**src/design/brm_pkg.sv**
```systemverilog
// Package for the byte rate meter: widths, input mode codes, queue and command types.
// It holds the divider job and state types as well, and is used by every module of the block.
// It depends on nothing.
package brm_pkg;

  localparam int COUNT_BITS = 32;
  localparam int TPS_W      = 30;
  localparam int SIZE_W     = 31;
  localparam int RATE_W     = 31;
  localparam int MODE_W     = 3;
  localparam int ELAPSED_W  = 64;
  localparam int ADD_W      = (COUNT_BITS > SIZE_W) ? COUNT_BITS : SIZE_W;
  localparam int PROD_W     = COUNT_BITS + TPS_W;
  localparam int ITER_W     = $clog2(PROD_W);

  localparam int QUEUE_DEPTH = 4;
  localparam int QPTR_W      = $clog2(QUEUE_DEPTH);
  localparam int QCNT_W      = $clog2(QUEUE_DEPTH + 1);

  localparam logic [TPS_W-1:0]  TPS_RESET = TPS_W'(1000000);
  localparam logic [RATE_W-1:0] RATE_MAX  = '1;

  localparam logic [MODE_W-1:0] MODE_TICK    = 3'd0;
  localparam logic [MODE_W-1:0] MODE_AUDIO   = 3'd1;
  localparam logic [MODE_W-1:0] MODE_VIDEO   = 3'd2;
  localparam logic [MODE_W-1:0] MODE_QUERY   = 3'd3;
  localparam logic [MODE_W-1:0] MODE_RESTART = 3'd4;

  typedef enum logic [2:0] {
    CMD_TICK,
    CMD_AUDIO,
    CMD_VIDEO,
    CMD_QUERY,
    CMD_RESTART
  } cmd_e;

  typedef struct packed {
    cmd_e              cmd;
    logic [SIZE_W-1:0] size;
  } entry_t;

  typedef struct packed {
    logic valid;
    logic full;
  } qstat_t;

  typedef struct packed {
    logic [COUNT_BITS-1:0] audio;
    logic [COUNT_BITS-1:0] video;
    logic [COUNT_BITS-1:0] total;
    logic [ELAPSED_W-1:0]  div;
    logic [TPS_W-1:0]      tps;
  } job_t;

  typedef enum logic [1:0] {
    DV_IDLE,
    DV_MUL,
    DV_DIV,
    DV_DONE
  } div_state_e;

endpackage

```
**src/design/brm_front.sv**
```systemverilog
// Front end of the byte rate meter: classifies input words and queues them for the back end.
// Depends on brm_pkg.
module brm_front (
  input  logic                          clk_i,
  input  logic                          rst_ni,
  input  logic                          in_valid_i,
  output logic                          in_ready_o,
  input  logic [brm_pkg::MODE_W-1:0]    mode_i,
  input  logic [brm_pkg::SIZE_W-1:0]    packet_size_i,
  input  logic                          pop_i,
  output brm_pkg::entry_t               head_o,
  output brm_pkg::qstat_t               stat_o
);

  brm_pkg::entry_t                 mem_q [brm_pkg::QUEUE_DEPTH];
  logic [brm_pkg::QPTR_W-1:0]      wr_ptr_q, wr_ptr_d;
  logic [brm_pkg::QPTR_W-1:0]      rd_ptr_q, rd_ptr_d;
  logic [brm_pkg::QCNT_W-1:0]      cnt_q, cnt_d;
  brm_pkg::cmd_e                   cmd;
  logic                            keep;
  logic                            push;
  logic                            full;

  always_comb begin
    keep = 1'b1;
    cmd  = brm_pkg::CMD_TICK;
    unique case (mode_i)
      brm_pkg::MODE_TICK:    cmd = brm_pkg::CMD_TICK;
      brm_pkg::MODE_AUDIO:   cmd = brm_pkg::CMD_AUDIO;
      brm_pkg::MODE_VIDEO:   cmd = brm_pkg::CMD_VIDEO;
      brm_pkg::MODE_QUERY:   cmd = brm_pkg::CMD_QUERY;
      brm_pkg::MODE_RESTART: cmd = brm_pkg::CMD_RESTART;
      default:               keep = 1'b0;
    endcase
  end

  assign full       = (cnt_q == brm_pkg::QCNT_W'(brm_pkg::QUEUE_DEPTH));
  assign in_ready_o = !full;
  assign push       = in_valid_i && !full && keep;

  always_comb begin
    wr_ptr_d = push  ? wr_ptr_q + brm_pkg::QPTR_W'(1) : wr_ptr_q;
    rd_ptr_d = pop_i ? rd_ptr_q + brm_pkg::QPTR_W'(1) : rd_ptr_q;
    unique case ({push, pop_i})
      2'b10:   cnt_d = cnt_q + brm_pkg::QCNT_W'(1);
      2'b01:   cnt_d = cnt_q - brm_pkg::QCNT_W'(1);
      default: cnt_d = cnt_q;
    endcase
  end

  always_ff @(posedge clk_i or negedge rst_ni) begin
    if (!rst_ni) begin
      wr_ptr_q <= '0;
      rd_ptr_q <= '0;
      cnt_q    <= '0;
    end else begin
      wr_ptr_q <= wr_ptr_d;
      rd_ptr_q <= rd_ptr_d;
      cnt_q    <= cnt_d;
    end
  end

  always_ff @(posedge clk_i) begin
    if (push) begin
      mem_q[wr_ptr_q] <= '{cmd: cmd, size: packet_size_i};
    end
  end

  assign head_o       = mem_q[rd_ptr_q];
  assign stat_o.valid = (cnt_q != '0);
  assign stat_o.full  = full;

endmodule

```
**src/design/brm_back.sv**
```systemverilog
// Back end of the byte rate meter: holds the tick rate, the byte counters and the elapsed time.
// It carries out queued words and hands each query to the divider. Depends on brm_pkg.
module brm_back (
  input  logic                          clk_i,
  input  logic                          rst_ni,
  input  logic                          cfg_we_i,
  input  logic [brm_pkg::TPS_W-1:0]     cfg_wdata_i,
  input  brm_pkg::entry_t               head_i,
  input  brm_pkg::qstat_t               stat_i,
  output logic                          pop_o,
  input  logic                          job_ready_i,
  output logic                          job_start_o,
  output brm_pkg::job_t                 job_o
);

  logic [brm_pkg::TPS_W-1:0]      tps_q;
  logic [brm_pkg::ELAPSED_W-1:0]  elapsed_q, elapsed_d;
  logic [brm_pkg::COUNT_BITS-1:0] audio_q, audio_d;
  logic [brm_pkg::COUNT_BITS-1:0] video_q, video_d;
  logic [brm_pkg::ELAPSED_W-1:0]  div;
  logic [brm_pkg::ADD_W-1:0]      audio_sum, video_sum;

  assign div       = (elapsed_q == '0) ? brm_pkg::ELAPSED_W'(1) : elapsed_q;
  assign audio_sum = brm_pkg::ADD_W'(audio_q) + brm_pkg::ADD_W'(head_i.size);
  assign video_sum = brm_pkg::ADD_W'(video_q) + brm_pkg::ADD_W'(head_i.size);

  assign job_o.audio = audio_q;
  assign job_o.video = video_q;
  assign job_o.total = audio_q + video_q;
  assign job_o.div   = div;
  assign job_o.tps   = tps_q;

  always_comb begin
    elapsed_d   = elapsed_q;
    audio_d     = audio_q;
    video_d     = video_q;
    pop_o       = 1'b0;
    job_start_o = 1'b0;
    if (stat_i.valid) begin
      unique case (head_i.cmd)
        brm_pkg::CMD_TICK: begin
          pop_o     = 1'b1;
          elapsed_d = elapsed_q + brm_pkg::ELAPSED_W'(1);
        end
        brm_pkg::CMD_AUDIO: begin
          pop_o   = 1'b1;
          audio_d = audio_sum[brm_pkg::COUNT_BITS-1:0];
        end
        brm_pkg::CMD_VIDEO: begin
          pop_o   = 1'b1;
          video_d = video_sum[brm_pkg::COUNT_BITS-1:0];
        end
        brm_pkg::CMD_QUERY: begin
          if (job_ready_i) begin
            pop_o       = 1'b1;
            job_start_o = 1'b1;
            elapsed_d   = elapsed_q - (div >> 1);
            audio_d     = audio_q >> 1;
            video_d     = video_q >> 1;
          end
        end
        brm_pkg::CMD_RESTART: begin
          pop_o     = 1'b1;
          elapsed_d = '0;
          audio_d   = '0;
          video_d   = '0;
        end
        default: pop_o = 1'b1;
      endcase
    end
  end

  always_ff @(posedge clk_i or negedge rst_ni) begin
    if (!rst_ni) begin
      tps_q     <= brm_pkg::TPS_RESET;
      elapsed_q <= '0;
      audio_q   <= '0;
      video_q   <= '0;
    end else begin
      if (cfg_we_i) begin
        tps_q <= cfg_wdata_i;
      end
      elapsed_q <= elapsed_d;
      audio_q   <= audio_d;
      video_q   <= video_d;
    end
  end

endmodule

```
**src/design/brm_rate_div.sv**
```systemverilog
// Rate divider of the byte rate meter: multiplies each count by the tick rate and divides
// by the elapsed time one quotient bit a cycle, then holds the three rates for output.
// Depends on brm_pkg.
module brm_rate_div (
  input  logic                          clk_i,
  input  logic                          rst_ni,
  input  logic                          job_start_i,
  input  brm_pkg::job_t                 job_i,
  output logic                          job_ready_o,
  output logic                          out_valid_o,
  input  logic                          out_ready_i,
  output logic [brm_pkg::RATE_W-1:0]    audio_rate_o,
  output logic [brm_pkg::RATE_W-1:0]    video_rate_o,
  output logic [brm_pkg::RATE_W-1:0]    total_rate_o
);

  localparam int NumRates = 3;
  localparam int SelW     = $clog2(NumRates);

  brm_pkg::div_state_e             state_q, state_d;
  logic [SelW-1:0]                 sel_q, sel_d;
  logic [brm_pkg::ITER_W-1:0]      iter_q, iter_d;
  logic                            out_valid_q, out_valid_d;

  logic [brm_pkg::COUNT_BITS-1:0]  cnt_q [NumRates];
  logic [brm_pkg::ELAPSED_W-1:0]   div_q;
  logic [brm_pkg::TPS_W-1:0]       tps_q;
  logic [brm_pkg::PROD_W-1:0]      prod_q;
  logic [brm_pkg::ELAPSED_W-1:0]   rem_q;
  logic [brm_pkg::RATE_W-1:0]      quo_q;
  logic                            sat_q;
  logic [brm_pkg::RATE_W-1:0]      rate_q [NumRates];
  logic [brm_pkg::RATE_W-1:0]      audio_q, video_q, total_q;

  logic                            load_job, do_mul, do_step, store_rate, load_out;
  logic [brm_pkg::PROD_W-1:0]      mul_w;
  logic [brm_pkg::ELAPSED_W:0]     rem_sh, div_ext, rem_sub;
  logic                            ge;
  logic [brm_pkg::ELAPSED_W-1:0]   rem_nx;
  logic [brm_pkg::RATE_W-1:0]      quo_nx;
  logic                            sat_nx;
  logic                            last_iter;

  assign mul_w     = brm_pkg::PROD_W'(cnt_q[sel_q]) * brm_pkg::PROD_W'(tps_q);
  assign rem_sh    = {rem_q, prod_q[brm_pkg::PROD_W-1]};
  assign div_ext   = {1'b0, div_q};
  assign ge        = (rem_sh >= div_ext);
  assign rem_sub   = rem_sh - div_ext;
  assign rem_nx    = ge ? rem_sub[brm_pkg::ELAPSED_W-1:0] : rem_sh[brm_pkg::ELAPSED_W-1:0];
  assign quo_nx    = {quo_q[brm_pkg::RATE_W-2:0], ge};
  assign sat_nx    = sat_q | quo_q[brm_pkg::RATE_W-1];
  assign last_iter = (iter_q == brm_pkg::ITER_W'(brm_pkg::PROD_W - 1));

  always_comb begin
    state_d     = state_q;
    sel_d       = sel_q;
    iter_d      = iter_q;
    out_valid_d = out_valid_q;
    load_job    = 1'b0;
    do_mul      = 1'b0;
    do_step     = 1'b0;
    store_rate  = 1'b0;
    load_out    = 1'b0;
    if (out_ready_i) begin
      out_valid_d = 1'b0;
    end
    unique case (state_q)
      brm_pkg::DV_IDLE: begin
        if (job_start_i) begin
          load_job = 1'b1;
          sel_d    = '0;
          state_d  = brm_pkg::DV_MUL;
        end
      end
      brm_pkg::DV_MUL: begin
        do_mul  = 1'b1;
        iter_d  = '0;
        state_d = brm_pkg::DV_DIV;
      end
      brm_pkg::DV_DIV: begin
        do_step = 1'b1;
        iter_d  = iter_q + brm_pkg::ITER_W'(1);
        if (last_iter) begin
          store_rate = 1'b1;
          if (sel_q == SelW'(NumRates - 1)) begin
            state_d = brm_pkg::DV_DONE;
          end else begin
            sel_d   = sel_q + SelW'(1);
            state_d = brm_pkg::DV_MUL;
          end
        end
      end
      brm_pkg::DV_DONE: begin
        if (!out_valid_q || out_ready_i) begin
          load_out    = 1'b1;
          out_valid_d = 1'b1;
          state_d     = brm_pkg::DV_IDLE;
        end
      end
      default: state_d = brm_pkg::DV_IDLE;
    endcase
  end

  always_ff @(posedge clk_i or negedge rst_ni) begin
    if (!rst_ni) begin
      state_q     <= brm_pkg::DV_IDLE;
      sel_q       <= '0;
      iter_q      <= '0;
      out_valid_q <= 1'b0;
    end else begin
      state_q     <= state_d;
      sel_q       <= sel_d;
      iter_q      <= iter_d;
      out_valid_q <= out_valid_d;
    end
  end

  always_ff @(posedge clk_i) begin
    if (load_job) begin
      cnt_q[0] <= job_i.audio;
      cnt_q[1] <= job_i.video;
      cnt_q[2] <= job_i.total;
      div_q    <= job_i.div;
      tps_q    <= job_i.tps;
    end
    if (do_mul) begin
      prod_q <= mul_w;
      rem_q  <= '0;
      quo_q  <= '0;
      sat_q  <= 1'b0;
    end
    if (do_step) begin
      prod_q <= {prod_q[brm_pkg::PROD_W-2:0], 1'b0};
      rem_q  <= rem_nx;
      quo_q  <= quo_nx;
      sat_q  <= sat_nx;
    end
    if (store_rate) begin
      rate_q[sel_q] <= sat_nx ? brm_pkg::RATE_MAX : quo_nx;
    end
    if (load_out) begin
      audio_q <= rate_q[0];
      video_q <= rate_q[1];
      total_q <= rate_q[2];
    end
  end

  assign job_ready_o  = (state_q == brm_pkg::DV_IDLE);
  assign out_valid_o  = out_valid_q;
  assign audio_rate_o = audio_q;
  assign video_rate_o = video_q;
  assign total_rate_o = total_q;

endmodule

```
**src/design/byte_rate_meter_unit.sv**
```systemverilog
// Byte rate meter top level: front queue, counter back end and rate divider.
// Ticks, packets and restarts are taken one word a cycle while the queue has room; each is
// written into the queue and then into the counters. A query raises its result word once the
// bit-serial divider has all three rates; words behind it wait until the divider is free, and
// the input stalls once the four-entry queue is full. Reset is asynchronous and active low; it
// clears counters, elapsed time and the queue and loads the default tick rate. Depends on brm_pkg.
module byte_rate_meter_unit (
  input  logic                          clk_i,
  input  logic                          rst_ni,
  input  logic                          cfg_we_i,
  input  logic [brm_pkg::TPS_W-1:0]     cfg_wdata_i,
  input  logic                          in_valid_i,
  output logic                          in_ready_o,
  input  logic [brm_pkg::MODE_W-1:0]    mode_i,
  input  logic [brm_pkg::SIZE_W-1:0]    packet_size_i,
  output logic                          out_valid_o,
  input  logic                          out_ready_i,
  output logic [brm_pkg::RATE_W-1:0]    audio_rate_o,
  output logic [brm_pkg::RATE_W-1:0]    video_rate_o,
  output logic [brm_pkg::RATE_W-1:0]    total_rate_o
);

  brm_pkg::entry_t head;
  brm_pkg::qstat_t qstat;
  brm_pkg::job_t   job;
  logic            pop;
  logic            job_ready;
  logic            job_start;

  brm_front u_front (
    .clk_i         (clk_i),
    .rst_ni        (rst_ni),
    .in_valid_i    (in_valid_i),
    .in_ready_o    (in_ready_o),
    .mode_i        (mode_i),
    .packet_size_i (packet_size_i),
    .pop_i         (pop),
    .head_o        (head),
    .stat_o        (qstat)
  );

  brm_back u_back (
    .clk_i       (clk_i),
    .rst_ni      (rst_ni),
    .cfg_we_i    (cfg_we_i),
    .cfg_wdata_i (cfg_wdata_i),
    .head_i      (head),
    .stat_i      (qstat),
    .pop_o       (pop),
    .job_ready_i (job_ready),
    .job_start_o (job_start),
    .job_o       (job)
  );

  brm_rate_div u_div (
    .clk_i        (clk_i),
    .rst_ni       (rst_ni),
    .job_start_i  (job_start),
    .job_i        (job),
    .job_ready_o  (job_ready),
    .out_valid_o  (out_valid_o),
    .out_ready_i  (out_ready_i),
    .audio_rate_o (audio_rate_o),
    .video_rate_o (video_rate_o),
    .total_rate_o (total_rate_o)
  );

`ifndef SYNTHESIS
  a_start_when_ready: assert property (@(posedge clk_i) disable iff (!rst_ni)
    job_start |-> job_ready)
    else $error("Query handed to a busy divider.");

  a_busy_after_start: assert property (@(posedge clk_i) disable iff (!rst_ni)
    job_start |=> !job_ready)
    else $error("Divider did not take the query.");

  a_pop_needs_entry: assert property (@(posedge clk_i) disable iff (!rst_ni)
    pop |-> qstat.valid)
    else $error("Word popped from an empty queue.");

  a_full_has_head: assert property (@(posedge clk_i) disable iff (!rst_ni)
    !in_ready_o |-> qstat.valid)
    else $error("Queue reports full with no word at its head.");
`endif

endmodule
```
**config.mk**
```make
export PLATFORM = sky130hd
export DESIGN_NAME = byte_rate_meter_unit
export DESIGN_NICKNAME = d
export VERILOG_FILES = /design/src/design/brm_pkg.sv /design/src/design/brm_front.sv /design/src/design/brm_back.sv /design/src/design/brm_rate_div.sv /design/src/design/byte_rate_meter_unit.sv
export SDC_FILE = /design/constraint.sdc
export NUM_CORES = 2
export LEC_CHECK = 0
export ABC_AREA = 1
export ABC_CLOCK_PERIOD_IN_PS = 10250
export BUFFER_PORTS_ARGS = -buffer_cell sky130_fd_sc_hd__buf_2
export CAP_MARGIN = 20
export CORE_ASPECT_RATIO = 1.5
export CORE_MARGIN = 2
export CORE_UTILIZATION = 55
export DETAILED_ROUTE_END_ITERATION = 16
export GPL_ROUTABILITY_DRIVEN = 0
export GPL_TIMING_DRIVEN = 0
export PLACE_DENSITY_LB_ADDON = 0.25
export RECOVER_POWER = 100
export SYNTH_ARGS = -nofsm -noshare
export SYNTH_HDL_FRONTEND = slang
export SYNTH_SLANG_ARGS = --single-unit
```
**constraint.sdc**
```tcl
create_clock -name clk_i -period 10.25 [get_ports clk_i]
set_input_delay 1.025 -clock clk_i [delete_from_list [all_inputs] [get_ports clk_i]]
set_output_delay 1.025 -clock clk_i [all_outputs]
set_load 0.05 [all_outputs]
```
Yosys cells after proc, flatten, opt, wreduce, memory -nomap -nowiden
Memory sizes are Yosys's and may differ from the RTL's. A register that Yosys moved wholly into a read port is not among the register bits.
Index checks and enable logic that the tools add are counted.
W data, S select, Z words.
- add/subtract/negate cells: 12
- multiply operators: 1
- magnitude comparators: 1
- eq/ne operators: 21
- muxes and demuxes: 52
- bitwise gates (word level): 1
- reduce and logical (&&, ||, !) cells: 23
- operators by type and width (operator ; count):
    $mux W64 ; 5
    $pmux W32 S3 ; 2
    $pmux W64 S3 ; 1
    $mux W62 ; 2
    $mux W31 ; 3
    $ge A65 B64 Y1 ; 1
    $add A32 B31 Y32 ; 2
    $add A64 B1 Y64 const B ; 1
    $logic_not A64 Y1 ; 1
    $mux W32 ; 2
    $sub A64 B63 Y64 ; 1
    $sub A64 B64 Y64 ; 1
    $mul A32 B30 Y62 ; 1
    $add A32 B32 Y32 ; 1
    $mux W1 ; 25
    $mux W2 ; 7
    $eq A3 B2 Y1 const B ; 4
    $pmux W3 S4 ; 1
    $pmux W6 S2 ; 1
    $reduce_and A3 Y1 ; 4
    $reduce_bool A3 Y1 ; 4
    $eq A3 B3 Y1 const B ; 3
    $eq A2 B2 Y1 const B ; 4
    $pmux W2 S4 ; 1
    other kinds (20) ; 33
- register bits after elaboration: 428
- bits in writable memories: 325
- bits of input ports: 69
- output and inout bits: 95
- word-level logic and storage cells: 133
- memories kept: 3
- memory list (name ; depth ; bits a word ; read ports ; clocked after Yosys merged registers in ; wr ports ; RTL line ; source):
    u_front.mem_q ; 4 ; 34 ; 1 ; 0 ; 1 ; brm_front.sv:15 ; brm_pkg::entry_t mem_q [brm_pkg::QUEUE_DEPTH];
    u_div.cnt_q ; 3 ; 32 ; 1 ; 0 ; 3 ; brm_rate_div.sv:25 ; logic [brm_pkg::COUNT_BITS-1:0] cnt_q [NumRates];
    u_div.rate_q ; 3 ; 31 ; 3 ; 3 ; 1 ; brm_rate_div.sv:32 ; logic [brm_pkg::RATE_W-1:0] rate_q [NumRates];

Longest topological paths before layout
- depth after elaboration: 8
- depth in mapped cells: 37
- mapped depth without buffers: 33

Hierarchy
Synthesis repeated with hierarchy kept, for this count alone.
- cells, all modules: 10567
- area total of the unflattened synthesis: 82561.7 um^2
- modules (own cells, without submodules) (module ; times used ; cells an instance ; area each (um^2) ; sequential area each (um^2)):
    brm_rate_div ; 1 ; 6908 ; 58039.4 ; 16300.6
    brm_back ; 1 ; 3273 ; 18983.2 ; 3962.6
    brm_front ; 1 ; 386 ; 5539.1 ; 4259.1

Worst setup path before layout
OpenSTA, ideal clock, no wires.
- path type: reg2reg
- from: register u_div.sel_q[1]
- to: register u_div.prod_q[28] (netlist bit), data pin
- setup time: 0.254 ns
- arrival: 7.162 ns
- required time: 9.996 ns
- slack: 2.835 ns
- cell stages (with the launch flop): 31
- path buffers: 3
- clock period less this slack: 7.415 ns
- path through: dfrtp_1 -> inv_1 -> clkbuf_1 -> clkbuf_1 -> nand3_1 -> o21ai_1 -> clkbuf_1 -> nor2_1 -> fa_1 -> inv_1 -> fa_1 -> inv_1 -> fa_1 -> inv_1 -> fa_1 -> inv_1 -> fa_1 -> fa_1 -> fa_1 -> inv_1 -> fa_1 -> inv_1 -> ha_1 -> nand2_1 -> nand2_1 -> a21oi_1 -> o21ai_0 -> nand3b_1 -> or2_2 -> nand3_1 -> nand2_1
- longest elaborated chain between the ends: 4
- ends and longest elaborated chain (item ; RTL line ; source):
    start: declaration ; brm_rate_div.sv:21 ; logic [SelW-1:0] sel_q, sel_d;
    start signal: assignment ; brm_rate_div.sv:112 ; sel_q <= sel_d;
    $mem_v2 Z3 W32 ; n/a ;
    $mul A32 B30 Y62 ; brm_rate_div.sv:44 ; assign mul_w = brm_pkg::PROD_W'(cnt_q[sel_q]) * brm_pkg::PROD_W'(tps_q);
    $mux W62 ; brm_rate_div.sv:126 ; if (do_mul) begin
    $mux W62 ; brm_rate_div.sv:132 ; if (do_step) begin
    end signal: assignment ; brm_rate_div.sv:127 ; prod_q <= mul_w;
    end signal: assignment ; brm_rate_div.sv:133 ; prod_q <= {prod_q[brm_pkg::PROD_W-2:0], 1'b0};
    end: declaration ; brm_rate_div.sv:28 ; logic [brm_pkg::PROD_W-1:0] prod_q;
No other way between the ends. The select of a mux whose other input is x is not followed.
A chain may end at the register's enable or synchronous reset.

Worst setup path after layout
- from: register u_div.sel_q[1]
- to: register u_div.prod_q[46] (netlist bit), data pin
Same word-level chain as after synthesis.

==> run metrics <==
R2R cell count 30; Max Slew Vio Count 720; delay of the slowest cell on the worst path approximately 0.83 ns; Netlist Area Pre-Place between 0.08 and 0.09 mm2; YS warnings 0; number of H-tree branching levels 3; part of the Yosys area used for sequential elements between 30% and 40%; met2 Usage GRT a little under 60%; busiest metal layer after global routing met2; Worst Min Path Start u_back.tps_q[13]; die extent in y around 480 um; root buf cell sky130_fd_sc_hd__clkbuf_16; FP Rows between 150 and 200; Die Footprint 0.151 mm2; residual antenna-violating net count after detailed routing 0; most area-hungry cell type in the Yosys netlist sky130_fd_sc_hd__edfxtp_1; main combinational cell family by area after synthesis adder cells; adder-cell share of the synthesized area approximately 28%; compound-gate portion of the synthesized area around 5.9%; share of cells above drive strength 1 2.94%; number of DRC violations after detailed-routing iteration 0 5,574; hold path cells 0; GR Layer Usage met3 7.64%; via count around 70,000; vias in the first global route a little over 70,000; Worst R2R Setup Slack a little over 0.2 ns; post-cts gate resize count 0; number of maximum-capacitance constraint violations 16; number of buffers inserted during clock tree synthesis 86; Max-slew headroom -243%; number of nets produced by synthesis 11,700; area of the placeable core 0.148 mm2; Die W 318 um; mean instance size in the synthesized netlist roughly 8 um2; ys async rst share 20.8%; Synth Flop Type sky130_fd_sc_hd__edfxtp_1; effective utilization at floorplan ~55%; initial antenna violation count 11; Clock Skew 0.0476 ns; # clock sinks about 850; worst-skew pair later-pin latency around 0.78 ns; top achievable clock speed roughly 100 MHz; mux contribution to synthesized area 0.415%; leading post-synthesis cells by cell area sky130_fd_sc_hd__edfxtp_1 (25%), sky130_fd_sc_hd__fa_1 (21%), sky130_fd_sc_hd__nand2_1 (12%); met1 track utilization from global routing 35.0%; share of the synthesized netlist area taken by xor and xnor gates 1.11%; Final Worst Setup Slack 0.206 ns; I/O pin count 164; RSZ-0062 raised after global routing no; type of element capturing the critical path flip-flop; fraction of the mapped netlist area in simple logic gates 22.9%; count of nets after finishing between 10,000 and 15,000; startpoint-to-endpoint class of the critical path reg2reg; largest net degree at the start of global routing 113; largest fanout on the critical path 10; number of buffers inserted by post-CTS setup repair 0; number of fill cells in the layout 13,400; count of mapped cells out of synthesis roughly 10,000; DRC violations left 0; quantity of I/O buffers inserted on ports 162; Worst Hold Endpoint u_div.tps_q[13]; 1st-pass router iterations 10; clock tree buffer depth 3; transition time at the pin with the least slew margin about 5.1 ns; CTS tree built; status complete, but fails checks; Synth top area share 24.7%; cell seen most often among critical-path stages sky130_fd_sc_hd__fa_1; portion of the clock cycle consumed by the worst path in the final layout 98.0%; hold violation count in the final report 0; Unique masters post-synth 57; destination of the worst register-to-register timing path u_div.prod_q[46]; Final min period approximately 10 ns; clock-pin slew of the registers on the worst-case setup and hold paths around 0.10 ns; global route overflow 0; wire length of the first global-routing pass roughly 400 mm; Layout Area Growth over Synthesis 7.50%; global-route usage over all layers between 30% and 40%; number of enable flip-flop cells after synthesis roughly 670; failing checks capacitance limit, slew limit; routed wirelength normalized by instance count between 20 and 25 um; synthesized flop and latch total 846; required time of the critical path 10.75 ns; most common library cells after synthesis sky130_fd_sc_hd__nand2_1 (2,703), sky130_fd_sc_hd__inv_1 (2,084), sky130_fd_sc_hd__nor2_1 (1,373); cell with the most instances after synthesis sky130_fd_sc_hd__nand2_1; startpoint type of the worst setup path flip-flop; worst hold-check path type reg2reg; CP max stage cell sky130_fd_sc_hd__clkinv_1; number of setup violations in the final report 0; endpoint arrival time on the critical path between 10 and 15 ns; average vias per placed instance about 5.5; Detail Placement HPWL approximately 210 mm; reg2reg start u_div.sel_q[1]; Post-CTS Hold Fix Bufs 0; DP Worst Slack ~0.22 ns; post-detailed-routing wire length approximately 260 mm
==> layout by cell type (no fill, tap or decap), types with 18 or more instances in the layout <==
cell	n
sky130_fd_sc_hd__xor2_1	64
sky130_fd_sc_hd__fa_1	842
sky130_fd_sc_hd__mux2_2	30
sky130_fd_sc_hd__nand2_1	2707
sky130_fd_sc_hd__clkbuf_1	451
sky130_fd_sc_hd__o22ai_1	44
sky130_fd_sc_hd__xnor2_1	39
sky130_fd_sc_hd__o21bai_1	28
sky130_fd_sc_hd__clkinv_1	27
sky130_fd_sc_hd__inv_1	2086
sky130_fd_sc_hd__or2_2	26
sky130_fd_sc_hd__o21ai_0	328
sky130_fd_sc_hd__dfrtp_1	169
sky130_fd_sc_hd__edfxtp_1	669
sky130_fd_sc_hd__clkbuf_16	86
sky130_fd_sc_hd__nor3_1	55
sky130_fd_sc_hd__nand4_1	51
sky130_fd_sc_hd__nand3b_1	67
sky130_fd_sc_hd__buf_2	54
sky130_fd_sc_hd__nand3_1	338
sky130_fd_sc_hd__nor2_1	1377
sky130_fd_sc_hd__ha_1	484
sky130_fd_sc_hd__a21boi_0	19
sky130_fd_sc_hd__nor4_1	18
sky130_fd_sc_hd__a21oi_1	388
==> flip-flops by register name (all words and copies together), names as in the netlist, 62 cells and up <==
signal,cells
u_front.mem_q,136
u_div.cnt_q,96
u_div.rate_q,93
u_back.elapsed_q,64
u_div.div_q,64
u_div.rem_q,64
u_div.prod_q,62
==> metal layers <==
layer	wire [um]	up-vias
li1	-	32100
met1	85300	33000
met2	126000	3348
met3	20100	1357
met4	30900	8
met5	49	-
==> worst max-delay path: cells and delay by family (launching register included) <==
kind	cells	cell delay [ns]
flops	1	0.48
compound gates	2	0.38
simple gates	11	1.74
fa+ha+maj	9	4.39
buf+inv	8	2.83
==> layout make-up <==
cell class	count	area (um2)	area share [%]
Timing Repair Buffer	197	942	1.08
Tap cell	1925	2410	2.75
Clock inverter	51	632	0.721
Sequential cell	846	24500	28.0
Clock buffer	104	2240	2.56
Buffer	333	1340	1.53
Multi-Input combinational cell	7008	47500	54.3
Inverter	2112	7940	9.06
Antenna cell	6	15.0	0.0171
==> logic make-up (layout without fill, tap and decap cells) <==
group	count (synthesis)	count (layout)
compound gates	880	880
fa+ha+maj	1326	1326
xor+xnor	103	103
buf+inv	2451	2797
other cells	0	6
simple gates	4669	4669
mux	30	30
flops	846	846
==> worst max path at each step <==
| stage | slack, ns | cells after the start | endpoint | start |
|---|---|---|---|---|
| detailed placement | 0.22 | 32 | u_div.prod_q[42] | u_div.sel_q[0] |
| floorplan | 2.83 | 30 | u_div.prod_q[28] | u_div.sel_q[1] |
| finish | 0.21 | 30 | u_div.prod_q[46] | u_div.sel_q[1] |
| CTS | 0.21 | 32 | u_div.prod_q[42] | u_div.sel_q[0] |
| global route | 0.01 | 31 | u_div.prod_q[54] | u_div.sel_q[1] |
| global placement | -0.12 | 32 | u_div.prod_q[42] | u_div.sel_q[0] |
==> per-stage QoR <==
| stage | cells | TNS (ns) | cell area (um2) | hold slack [ns] | util (%) |
|---|---|---|---|---|---|
| finish | 12600 | 0 | 87600 | 0.404 | 59.3 |
| global route | 12600 | 0 | 87600 | 0.419 | 59.3 |
| CTS | 12600 | 0 | 88200 | 0.232 | 59.7 |
| detailed placement | 12400 | 0 | 85300 | 0.405 | 57.8 |
| global placement | 12400 | -0.575 | 84700 | 0.400 | 57.4 |
| floorplan | 10300 | 0 | 81500 | 0.400 | - |
Power is left out: the tool's default activity adds up to more than one toggle a clock period on the data nets, which glitch-free logic cannot reach.
